## src/design/cdap_ram.sv

```systemverilog
// Generic single-write, single-read RAM with registered read data.
module cdap_ram #(
   parameter int WIDTH = 8,
   parameter int DEPTH = 16
) (
   input  logic                     clock,
   input  logic                     we,
   input  logic [$clog2(DEPTH)-1:0] waddr,
   input  logic [WIDTH-1:0]         wdata,
   input  logic [$clog2(DEPTH)-1:0] raddr,
   output logic [WIDTH-1:0]         rdata
);

   logic [WIDTH-1:0] mem [DEPTH];
   logic [WIDTH-1:0] rdata_ff;

   always_ff @(posedge clock) begin
      if (we) begin
         mem[waddr] <= wdata;
      end
      rdata_ff <= mem[raddr];
   end

   assign rdata = rdata_ff;

endmodule

```

## config.mk

```make
export PLATFORM = sky130hd
export DESIGN_NAME = cdap_ram
export DESIGN_NICKNAME = d
export VERILOG_FILES = /design/src/design/cdap_ram.sv
export SDC_FILE = /design/constraint.sdc
export NUM_CORES = 1
export LEC_CHECK = 0
export BUFFER_PORTS_ARGS = -buffer_cell sky130_fd_sc_hd__buf_2
export CAP_MARGIN = 20
export CORE_MARGIN = 2
export CORE_UTILIZATION = 40
export DETAILED_ROUTE_END_ITERATION = 16
export PLACE_DENSITY = 0.56
export SLEW_MARGIN = 25
export SYNTH_ARGS = -nofsm -noshare
export SYNTH_HDL_FRONTEND = slang
export SYNTH_SLANG_ARGS = --single-unit
```

## constraint.sdc

```tcl
create_clock -name clock -period 4.3 [get_ports clock]
set_input_delay 0.43 -clock clock [delete_from_list [all_inputs] [get_ports clock]]
set_output_delay 0.43 -clock clock [all_outputs]
set_load 0.01 [all_outputs]
```

### Word level (Yosys, flattened, before mapping)

Memories as Yosys holds them, arrays and structs flattened. A register that Yosys moved wholly into a read port is not among the register bits.
Index checks and enable logic that the tools add are counted.

* register bits: 0
* latch bits: 0
* RAM bits: 128
* memory bits (read-only): 0
* logic and storage cells: 3
* memories kept: 1

* add/sub/neg operators: 0
* multipliers: 0
* divide/modulo/power cells: 0
* magnitude comparators: 0
* eq/ne operators: 0
* shift-type cells: 0
* mux-type cells: 2
* bitwise gates (word level): 0
* reduce and logical (&&, ||, !) cells: 0

Memory list
* mem: depth 16, width 8, rd ports 1, clocked after Yosys merged registers in 1, wr ports 1, line 14 `logic [WIDTH-1:0] mem [DEPTH];`

Operators with widths (count)
* 2-to-1 mux 1 bit: 2

### Logic depth before layout (Yosys ltp)

Gate-level depths: netlist of the first run.

* depth after elaboration: 2
* depth in mapped cells: 5

### Least setup slack after synthesis of the first run

Ideal clock, no wire load.

* path type: input -> register
* start point: input waddr[2]
* end point: memory mem[0][0] (enable)
* library setup time: 383 ps
* data arrival time: 1540 ps
* data required time: 3917 ps
* path slack: 2377 ps
* cell stages on the path: 2
* path through: or3b_2 > nor3_1

RTL lines
* start: declaration: line 8 `input logic [$clog2(DEPTH)-1:0] waddr,`
* end: declaration: line 14

Straight into the memory's write port.

### Final worst setup path of the first run

* start point: input waddr[2]
* end point: memory mem[2][2] (enable)

Straight into the memory's write port.

==> results by group, run 1 <==
Run status
  – Status: finished, final reports clean

Placed design
  – Placed cell area: between 5000 and 6000 um^2
  – GPL Wtd Cong: roughly 0.7
  – DP Worst Slack: approximately 2100 ps
  – Detailed Place HPWL: about 6000 um
  – # port buffers: 25

Worst setup path
  – Critical-path cell list: buf_2 > or3b_2 > nor2_1
  – CP Capture Type: register
  – Crit-path max cell delay: around 680 ps
  – R2r setup slk: slightly below 3000 ps
  – Critical path data arrival time: about 1800 ps
  – CP max stage cell: nor2_1
  – Setup CP Type: in2reg
  – Startpoint types: primary input
  – Critical path fanouts, max: 8
  – Required @ worst endpoint: approximately 4300 ps
  – Reg2Reg Depth: 3

Clock network
  – Clk Latency, worst-skew pair: roughly 400 ps
  – Clk buf depth: 2
  – Root buffer cell: clkbuf_16
  – Post-CTS setup repair buffer count: 0
  – CTS Buf Count: 17
  – CTS Hold Bufs: 0
  – Post-CTS sizing: 0
  – H-tree depth: 4
  – CTS tree: built
  – CTS sink count: about 140
  – Worst-path clk slew: around 50 ps

Synth
  – Syn Area/Cell: 22.5 um^2
  – Synth area leader: edfxtp_1
  – Synth cell count leaders: edfxtp_1 (128), mux4_2 (18), a22oi_1 (16), mux4_1 (14), nor2_1 (13)
  – Register area share after synthesis: 0.778
  – Mapped Cells: between 200 and 250
  – Seq cells post-synth: ~140
  – Synth top area cells: edfxtp_1 (75%), mux4_2 (7.9%), mux4_1 (7.1%), dfxtp_1 (3.1%), a22oi_1 (2.3%)
  – Synth Net Count: roughly 250
  – Yosys cell types: 19
  – Syn. warnings: 0
  – Ys async rst share: 0
  – Top-count cell post-synth: edfxtp_1
  – Prevailing post-synth register cell: edfxtp_1
  – Post-synth EDFFs: about 130
  – Mapped Area: 5150 um^2
  – Synth top area share: 0.747

Final layout
  – Register area: roughly 4000 um^2
  – Area occupied by multi-input gates: ~1100 um^2
  – Nets: about 280
  – Synthesis-to-finish area growth: 17.4%
  – Post-route cell area: 6040 um^2
  – Filler cells: around 1k
  – Antenna diodes: 0
  – Post-layout util: 0.481
  – Ratio of cells with drive above 1 in the final layout: 0.276

Global route
  – Largest net degree at the start of global routing: 33
  – Vias in the first global route: 2,469
  – Initial antenna violation count: 0
  – Top Usage Layer GRT: met2
  – GR Layer Usage met2: 0.223
  – First-pass GRT wire length: ~15,000 um
  – Global routing usage on met3: 0.0355
  – Tot GR Track Use: 0.152
  – M1 GR Usage: 0.220
  – Grt ovf: 0

Power and ir drop
  – Pwr per Cell Area: ~500 nW/um^2
  – Max IR drop VDD: 192 uV
  – Leak: approximately 2.0 nW

Floorplan
  – Core area: between 10,000 and 15,000 um^2
  – Die area: 13,800 um^2
  – Die height: ~120 um
  – # IOs: 26
  – FP Rows: just over 40
  – Initial core utilization: 0.410
  – Die Width: 117 um

Timing
  – Relative slew slack: 0.354
  – Final setup margin: ~2600 ps
  – Number of hold violations in the final report: 0
  – Fmax: 581 MHz
  – Final critical-path share of the clock period: 0.400
  – Max-slew violation count: 0
  – Setup TNS: 0 ps
  – Actual slew at the worst max-slew pin: approximately 970 ps
  – Clock skew: 4.80 ps
  – Setup-failing EPs final: 0
  – Min cycle time layout: ~1700 ps
  – WHS: between 400 and 500 ps
  – RSZ-0062 raised after global routing: false

Route
  – Drt pass-1 iters: 7
  – Violation count after the first detailed-route iteration: around 170
  – Vias per cell: ~5.3
  – Via count: 2,370
  – Remaining DRCs: 0
  – DR WL/cell: approximately 22 um
  – Routed wire length: between 9000 and 10,000 um
  – ANT nets after route: 0

Min path
  – HP Class: in2reg
  – Hold Path Cell Cnt: 1

Flow run
  – Max Cap Viol: 0
==> metrics by stage <==
step / instances / power, W
CTS: 451 / 0.00313
global placement: 419 / 0.00165
floorplan: 229 / 0.00160
finish: 451 / 0.00310
global route: 451 / 0.00320
detailed placement: 419 / 0.00165
==> flip-flops by register name, summed over array words and instances, names as in the netlist <==
name,count
rdata,8
mem,128
==> per-layer routing <==
metal | part of all wire | vias up
li1 | - | 1049
met1 | 0.47 | 1235
met2 | 0.47 | 77
met3 | 0.050 | 9
met4 | 0.012 | 0
met5 | 0 | -
==> area by class of cell <==
class / instances / area share
clock buffer: 18 / 0.0710
clock inverter: 14 / 0.0300
multi-input combinational: 83 / 0.176
sequential: 136 / 0.662
tap: 172 / 0.0356
timing repair buffer: 28 / 0.0248
==> worst max-delay path: cells and delay by family <==
family,cells,cell delay [ps]
simple gates,2,1200
buf+inv,1,110
==> power breakdown <==
| group | total, W | internal [W] | switching, W |
|---|---|---|---|
| clock | 0.00148 | 0.000962 | 0.000516 |
| sequential | 0.00149 | 0.00148 | 0.00000824 |
| combinational | 0.000133 | 0.0000535 | 0.0000798 |
| total | 0.00310 | 0.00250 | 0.000604 |
==> logic make-up after synthesis <==
family,Yosys count,synth area share
multiplexers,32,0.150
buffers and inverters,10,0.0168
AO/OA/AOI/OAI,16,0.0233
AND/OR/NAND/NOR,35,0.0318
flip-flops,136,0.778
==> cell usage in the layout, fill, tap and decap left out, types with 4 or more instances in the layout <==
cell / count
a22oi_1: 16
buf_2: 24
buf_4: 4
bufinv_16: 4
clkbuf_16: 17
dfxtp_1: 8
edfxtp_1: 128
mux4_1: 14
mux4_2: 18
nand2_1: 9
nor2_1: 12
==> path summary, 6_finish.rpt <==
kind | to | startpoint
min reg2reg | rdata[0]$_DFF_P_ | mem[15][0]$_DFFE_PP_
max | mem[2][2]$_DFFE_PP_ | waddr[2]
min | mem[4][3]$_DFFE_PP_ | wdata[3]
max reg2reg | rdata[4]$_DFF_P_ | mem[9][4]$_DFFE_PP_
Power figures use the tool's default switching activity.
==> inputs of run 2 (changes only) <==
--- a/config.mk
+++ b/config.mk
@@ -10,7 +10,7 @@
 export CORE_MARGIN = 2
 export CORE_UTILIZATION = 40
 export DETAILED_ROUTE_END_ITERATION = 16
-export PLACE_DENSITY = 0.56
+export PLACE_DENSITY = 0.58
 export SLEW_MARGIN = 25
 export SYNTH_ARGS = -nofsm -noshare
 export SYNTH_HDL_FRONTEND = slang
==> constraint.sdc (replaced) <==
create_clock -name clock -period 1.5 [get_ports clock]
set_input_delay 0.15 -clock clock [delete_from_list [all_inputs] [get_ports clock]]
set_output_delay 0.15 -clock clock [all_outputs]
set_load 0.01 [all_outputs]
==> run 2 against run 1 <==
Cell area rose by 3.7%. Register-to-register slack got worse by 2800 ps. Wire length rose by 3.2%. First-iteration DRC count rose by 28%. Total power rose to 3.0 times the previous value. Clock power rose to 3.0 times the previous value. Core utilization rose by 1.8 points. Clock skew barely moved. Sequential cell count did not move. Die area did not move. Count of clock-buffer cells in the layout rose by 4. Sequential share of layout area fell by 2.4 points. Largest power group is now the clock network.
==> results by group, run 2 (synthesis results as in run 1) <==
Worst setup path
  – Worst Setup SP: mem[0][5]$_DFFE_PP_
  – Crit-path max cell delay: 490 ps (-190 ps)
  – Required @ worst endpoint: 1780 ps (-2550 ps)
  – Setup CP Type: reg2reg
  – CP bufs+invs: 0 (-1)
  – Startpoint types: register
  – CP Capture Type: register
  – Critical path data arrival time: 1630 ps (-120 ps)
  – CP max stage cell: mux4_1
  – Reg2reg start: mem[0][5]$_DFFE_PP_
  – Critical path fanouts, max: 1 (-7)
  – CP delay by family, top: multiplexers
  – Critical-path cell list: mux4_1 > a22oi_1 > nand2_1

Global route
  – Top Usage Layer GRT: met2
  – Vias in the first global route: 2,493 (+0.97%)
  – Grt ovf: 0 (unchanged)
  – Tot GR Track Use: 0.157 (+0.00547)
  – Largest net degree at the start of global routing: 17 (-48%)
  – Global routing usage on met3: 0.0472 (+0.0117)
  – M1 GR Usage: 0.200 (-0.0199)
  – Initial antenna violation count: 0 (unchanged)
  – GR Layer Usage met2: 0.253 (+0.0300)
  – First-pass GRT wire length: 15,300 um (+1.2%)

Final layout
  – Commonest non-fill, non-tap cell in the layout: edfxtp_1
  – Post-route cell area: 6270 um^2 (+3.7%)
  – Largest Register: mem
  – Commonest cells after routing, fill and taps aside: edfxtp_1 (128), buf_2 (25), buf_4 (21)
  – Max FFs per register: 128 (unchanged)
  – Filler cells: 1,016 (-0.88%)
  – Ratio of cells with drive above 1 in the final layout: 0.323 (+0.0473)
  – Nets: 305 (+7.4%)
  – Antenna diodes: 0 (unchanged)
  – Synthesis-to-finish area growth: 21.8%

Timing
  – Clock skew: 5.20 ps (+0.406 ps)
  – Number of hold violations in the final report: 0 (unchanged)
  – Min cycle time layout: about 1400 ps
  – Final critical-path share of the clock period: 0.901
  – RSZ-0062 raised after global routing: false
  – Actual slew at the worst max-slew pin: 786 ps (-180 ps)
  – Fmax: approximately 740 MHz
  – Setup TNS: 0 ps (unchanged)
  – Max-slew violation count: 0 (unchanged)
  – Relative slew slack: 0.475 (+0.121)
  – Setup-failing EPs final: 0 (unchanged)

Power and ir drop
  – Leak: 2.15 nW (+7.7%)
  – Max IR drop VDD: 860 uV (+350%)
  – Overall power: 0.00916 W (+200%)
  – Pwr per Cell Area: 1460 nW/um^2 (+180%)

Placed design
  – # port buffers: 25 (unchanged)
  – Placed cell area: 5620 um^2 (+3.5%)
  – GPL Wtd Cong: 0.699 (-0.26%)
  – Detailed Place HPWL: 6600 um (+10%)

Clock network
  – CTS Hold Bufs: 0 (unchanged)
  – Post-CTS sizing: 0 (unchanged)
  – CTS tree: built
  – H-tree depth: 4 (unchanged)
  – CTS Buf Count: 17 (unchanged)
  – Clk buf depth: 2 (unchanged)
  – Clk Latency, worst-skew pair: 400 ps (about the same)
  – CTS sink count: 136 (unchanged)
  – Post-CTS setup repair buffer count: 0 (unchanged)
  – Root buffer cell: clkbuf_16
  – Worst-path clk slew: 50 ps (about the same)

Route
  – Vias per cell: 5.07 (-3.4%)
  – DR WL/cell: 21.3 um (-1.4%)
  – Routed wire length: 10,000 um (+3.2%)
  – Drt pass-1 iters: 4 (-3)
  – Via count: 2,395 (+1.1%)
  – Violation count after the first detailed-route iteration: 223 (+28%)
  – ANT nets after route: 0 (unchanged)
  – Remaining DRCs: 0 (unchanged)

Floorplan
  – Die Width: 117 um (unchanged)
  – FP Rows: 41 (unchanged)
  – Die area: 13,800 um^2 (unchanged)
  – Initial core utilization: 0.410 (unchanged)
  – # IOs: 26 (unchanged)
  – Core area: 12,600 um^2 (unchanged)
  – Die height: 117 um (unchanged)

Flow run
  – Max Cap Viol: 0 (unchanged)

Run status
  – Status: finished, final reports clean

Min path
  – HP Class: in2reg
  – Min-delay src: wdata[3]
==> run 2: cell types whose count changed in the layout (fill, tap and decap cells not counted) <==
cell,change
nor2_2,-1
nor2_1,+1
buf_12,+3
bufinv_16,+1
clkinv_2,+1
clkbuf_8,+3
clkinvlp_4,-3
clkinv_4,-2
buf_4,+17
clkbuf_1,+1
clkinv_1,-1
buf_2,+1
==> run 2: power breakdown <==
part	total [W]	switching (W)	internal [W]	leakage, nW
clock network	0.00447	0.00140	0.00306	0.319
logic	0.000416	0.000235	0.000182	0.611
registers	0.00427	0.0000239	0.00425	1.22
total	0.00916	0.00166	0.00750	2.15
==> run 2: layout make-up <==
| cell class | count | area [um^2] | area share |
|---|---|---|---|
| Clock buffer | 22 | 474 | 0.0756 |
| Clock inverter | 10 | 173 | 0.0275 |
| Multi-Input combinational cell | 83 | 1060 | 0.169 |
| Sequential cell | 136 | 4000 | 0.638 |
| Tap cell | 172 | 215 | 0.0343 |
| Timing Repair Buffer | 49 | 343 | 0.0547 |
==> run 2: through the flow <==
step | hold WS, ps | instances | setup slack, ps | util
5_1_grt | 133 | 472 | 44.2 | 0.499
2_1_floorplan | 249 | 229 | 83.9 | -
4_1_cts | 122 | 472 | 148 | 0.499
3_3_place_gp | 543 | 440 | -125 | 0.447
6_report | 140 | 472 | 149 | 0.499
3_5_place_dp | 547 | 440 | -144 | 0.447
==> run 2: path summary, 6_finish.rpt <==
check,end,slack (ps),cells past startpoint
max,rdata[5]$_DFF_P_,150,3
min,mem[2][3]$_DFFE_PP_,140,1
min reg2reg,rdata[5]$_DFF_P_,670,3
max reg2reg,rdata[5]$_DFF_P_,150,3
==> run 2: layer usage <==
metal | up-vias | part of all wire
met1 | 1251 | 0.43
li1 | 1087 | -
met3 | 4 | 0.044
met4 | 0 | 0.0084
met5 | - | 0
met2 | 53 | 0.52
==> run 2: worst reg2reg max path, stage by stage (launching register included) <==
cell and delay (ps):
edfxtp_1 360, mux4_1 490, a22oi_1 300, nand2_1 80
==> inputs of run 3 (changes only) <==
--- a/config.mk
+++ b/config.mk
@@ -5,7 +5,7 @@
 export SDC_FILE = /design/constraint.sdc
 export NUM_CORES = 1
 export LEC_CHECK = 0
-export BUFFER_PORTS_ARGS = -buffer_cell sky130_fd_sc_hd__buf_2
+export BUFFER_PORTS_ARGS = -buffer_cell sky130_fd_sc_hd__buf_4
 export CAP_MARGIN = 20
 export CORE_MARGIN = 2
 export CORE_UTILIZATION = 40
==> run 3 against run 2 <==
Worst setup slack lost 49 ps. Final cell count grew 0.85%. Combinational power grew 7.7%. Die area is the same. Global-route usage shrank 0.13 points. Fmax shrank 3.5%. Critical endpoint is now rdata[2]$_DFF_P_. Largest power group is now registers. Highest routed layer unchanged.
==> results by group, run 3 (synthesis results as in run 1) <==
Run status
  – Status: finished, final reports clean

Clock network
  – Worst-path clk slew: 60 ps (about the same)
  – CTS sink count: 136 (unchanged)
  – CTS Hold Bufs: 0 (unchanged)
  – Root buffer cell: clkbuf_16
  – Post-CTS setup repair buffer count: 0 (unchanged)
  – Post-CTS sizing: 0 (unchanged)
  – Clk buf depth: 2 (unchanged)
  – CTS tree: built
  – CTS Buf Count: 17 (unchanged)
  – H-tree depth: 4 (unchanged)
  – Clk Latency, worst-skew pair: 410 ps (about the same)

Floorplan
  – Die height: 117 um (unchanged)
  – Initial core utilization: 0.410 (unchanged)
  – FP Rows: 41 (unchanged)
  – Die Width: 117 um (unchanged)
  – # IOs: 26 (unchanged)
  – Core area: 12,600 um^2 (unchanged)
  – Die area: 13,800 um^2 (unchanged)

Global route
  – Tot GR Track Use: 0.156 (-0.00132)
  – First-pass GRT wire length: 15,400 um (+0.73%)
  – Initial antenna violation count: 0 (unchanged)
  – Vias in the first global route: 2,659 (+6.7%)
  – Grt ovf: 0 (unchanged)
  – Largest net degree at the start of global routing: 18 (+1)

Route
  – Vias per cell: 5.11 (+0.61%)
  – Violation count after the first detailed-route iteration: 175 (-22%)
  – Remaining DRCs: 0 (unchanged)
  – ANT nets after route: 0 (unchanged)
  – DR WL/cell: 20.6 um (-3.4%)
  – Drt pass-1 iters: 4 (unchanged)
  – Routed wire length: 9790 um (-2.6%)
  – Via count: 2,430 (+1.5%)

Worst setup path
  – CP max stage cell: mux4_1
  – CP delay by family, top: multiplexers
  – CP bufs+invs: 0 (unchanged)
  – Critical path fanouts, max: 1 (unchanged)
  – Critical path data arrival time: 1680 ps (+50 ps)
  – Required @ worst endpoint: 1780 ps (about the same)
  – Critical-path cell list: mux4_1 > a22oi_1 > nand2_1
  – CP Capture Type: register
  – Setup CP Type: reg2reg
  – Crit-path max cell delay: 500 ps (about the same)
  – Startpoint types: register

Flow run
  – Max Cap Viol: 0 (unchanged)

Timing
  – Relative slew slack: 0.497 (+0.0213)
  – Max-slew violation count: 0 (unchanged)
  – Setup-failing EPs final: 0 (unchanged)
  – WHS: 52.5 ps (-87.9 ps)
  – Setup TNS: 0 ps (unchanged)
  – Final critical-path share of the clock period: 0.933 (+0.0324)
  – Number of hold violations in the final report: 0 (unchanged)
  – Final setup margin: 101 ps (-48.6 ps)
  – Fmax: 715 MHz (-3.5%)
  – Min cycle time layout: 1400 ps (+48.6 ps)
  – RSZ-0062 raised after global routing: false
  – Actual slew at the worst max-slew pin: 754 ps (-31.9 ps)
  – Clock skew: 10.2 ps (+5.03 ps)

Final layout
  – Largest Register: mem
  – Synthesis-to-finish area growth: 22.6%
  – Ratio of cells with drive above 1 in the final layout: 0.342 (+0.0188)
  – Post-layout util: 0.502 (+0.00299)
  – Filler cells: 1,031 (+1.5%)
  – Max FFs per register: 128 (unchanged)
  – Antenna diodes: 0 (unchanged)
  – Commonest non-fill, non-tap cell in the layout: edfxtp_1
  – Commonest cells after routing, fill and taps aside: edfxtp_1 (128), buf_4 (49), mux4_2 (18)
  – Nets: 309 (+1.3%)

Power and ir drop
  – Pint: 0.00691 W (-7.8%)
  – Switching share of total power: 0.207 (+0.0249)
  – Max IR drop VDD: 775 uV (-9.8%)
  – Sw Pwr: 0.00180 W (+8.1%)
  – Pwr per Cell Area: 1380 nW/um^2 (-5.5%)
  – Combinational Power Share: 0.052 (+0.007)
  – Leak: 2.15 nW (-0.35%)
  – Clk pwr share: 0.458 (-0.030)
  – Overall power: 0.00871 W (-5.0%)
  – Sequential fraction of design power: 0.491 (+0.024)

Placed design
  – # port buffers: 25 (unchanged)
  – DP Worst Slack: -99.6 ps (+44.6 ps)
  – Detailed Place HPWL: 6560 um (-0.63%)
  – GPL Wtd Cong: 0.713 (+1.9%)

Min path
  – HP Class: in2reg
run 3: power by group through the flow:
stage	clock (W)	sequential (W)	combinational (W)
after floorplan	0	0.00436	0.000216
after global placement	0	0.00435	0.000449
after detailed placement	0	0.00435	0.000458
after CTS	0.00405	0.00427	0.000459
after global routing	0.00426	0.00428	0.000487
final	0.00399	0.00427	0.000448
run 3: cell type report:
type	count	area [um^2]	share of cell area
multi-input combinational	83	1060	0.168
sequential	136	4000	0.635
clock inverter	15	154	0.0244
tap	172	215	0.0341
timing repair buffer	53	448	0.0710
clock buffer	17	425	0.0674
run 3: routing by layer:
metal	part of all wire	global-route usage	up-vias
met2	0.50	0.247	49
met1	0.46	0.203	1272
li1	-	-	1098
met5	0	0	-
met4	0.014	0.0587	0
met3	0.029	0.0482	11
run 3: through the flow:
| step | area [um^2] | instances |
|---|---|---|
| floorplan | 5150 | 229 |
| global placement | 5730 | 444 |
| detailed placement | 5730 | 444 |
| CTS | 6310 | 476 |
| global route | 6310 | 476 |
| finish | 6310 | 476 |
run 3: worst paths after layout:
path                                           start                   to  slack (ps)  cells past startpoint
worst min-delay path                        wdata[4]  mem[4][4]$_DFFE_PP_          50                      1
worst max register to register   mem[1][2]$_DFFE_PP_     rdata[2]$_DFF_P_         100                      3
worst max-delay path             mem[1][2]$_DFFE_PP_     rdata[2]$_DFF_P_         100                      3
worst min register to register  mem[15][2]$_DFFE_PP_     rdata[2]$_DFF_P_         660                      3
run 3: worst register-to-register path, cell delays in order, from the launching register on:
cell	delay, ps
edfxtp_1	360
mux4_1	500
a22oi_1	340
nand2_1	90
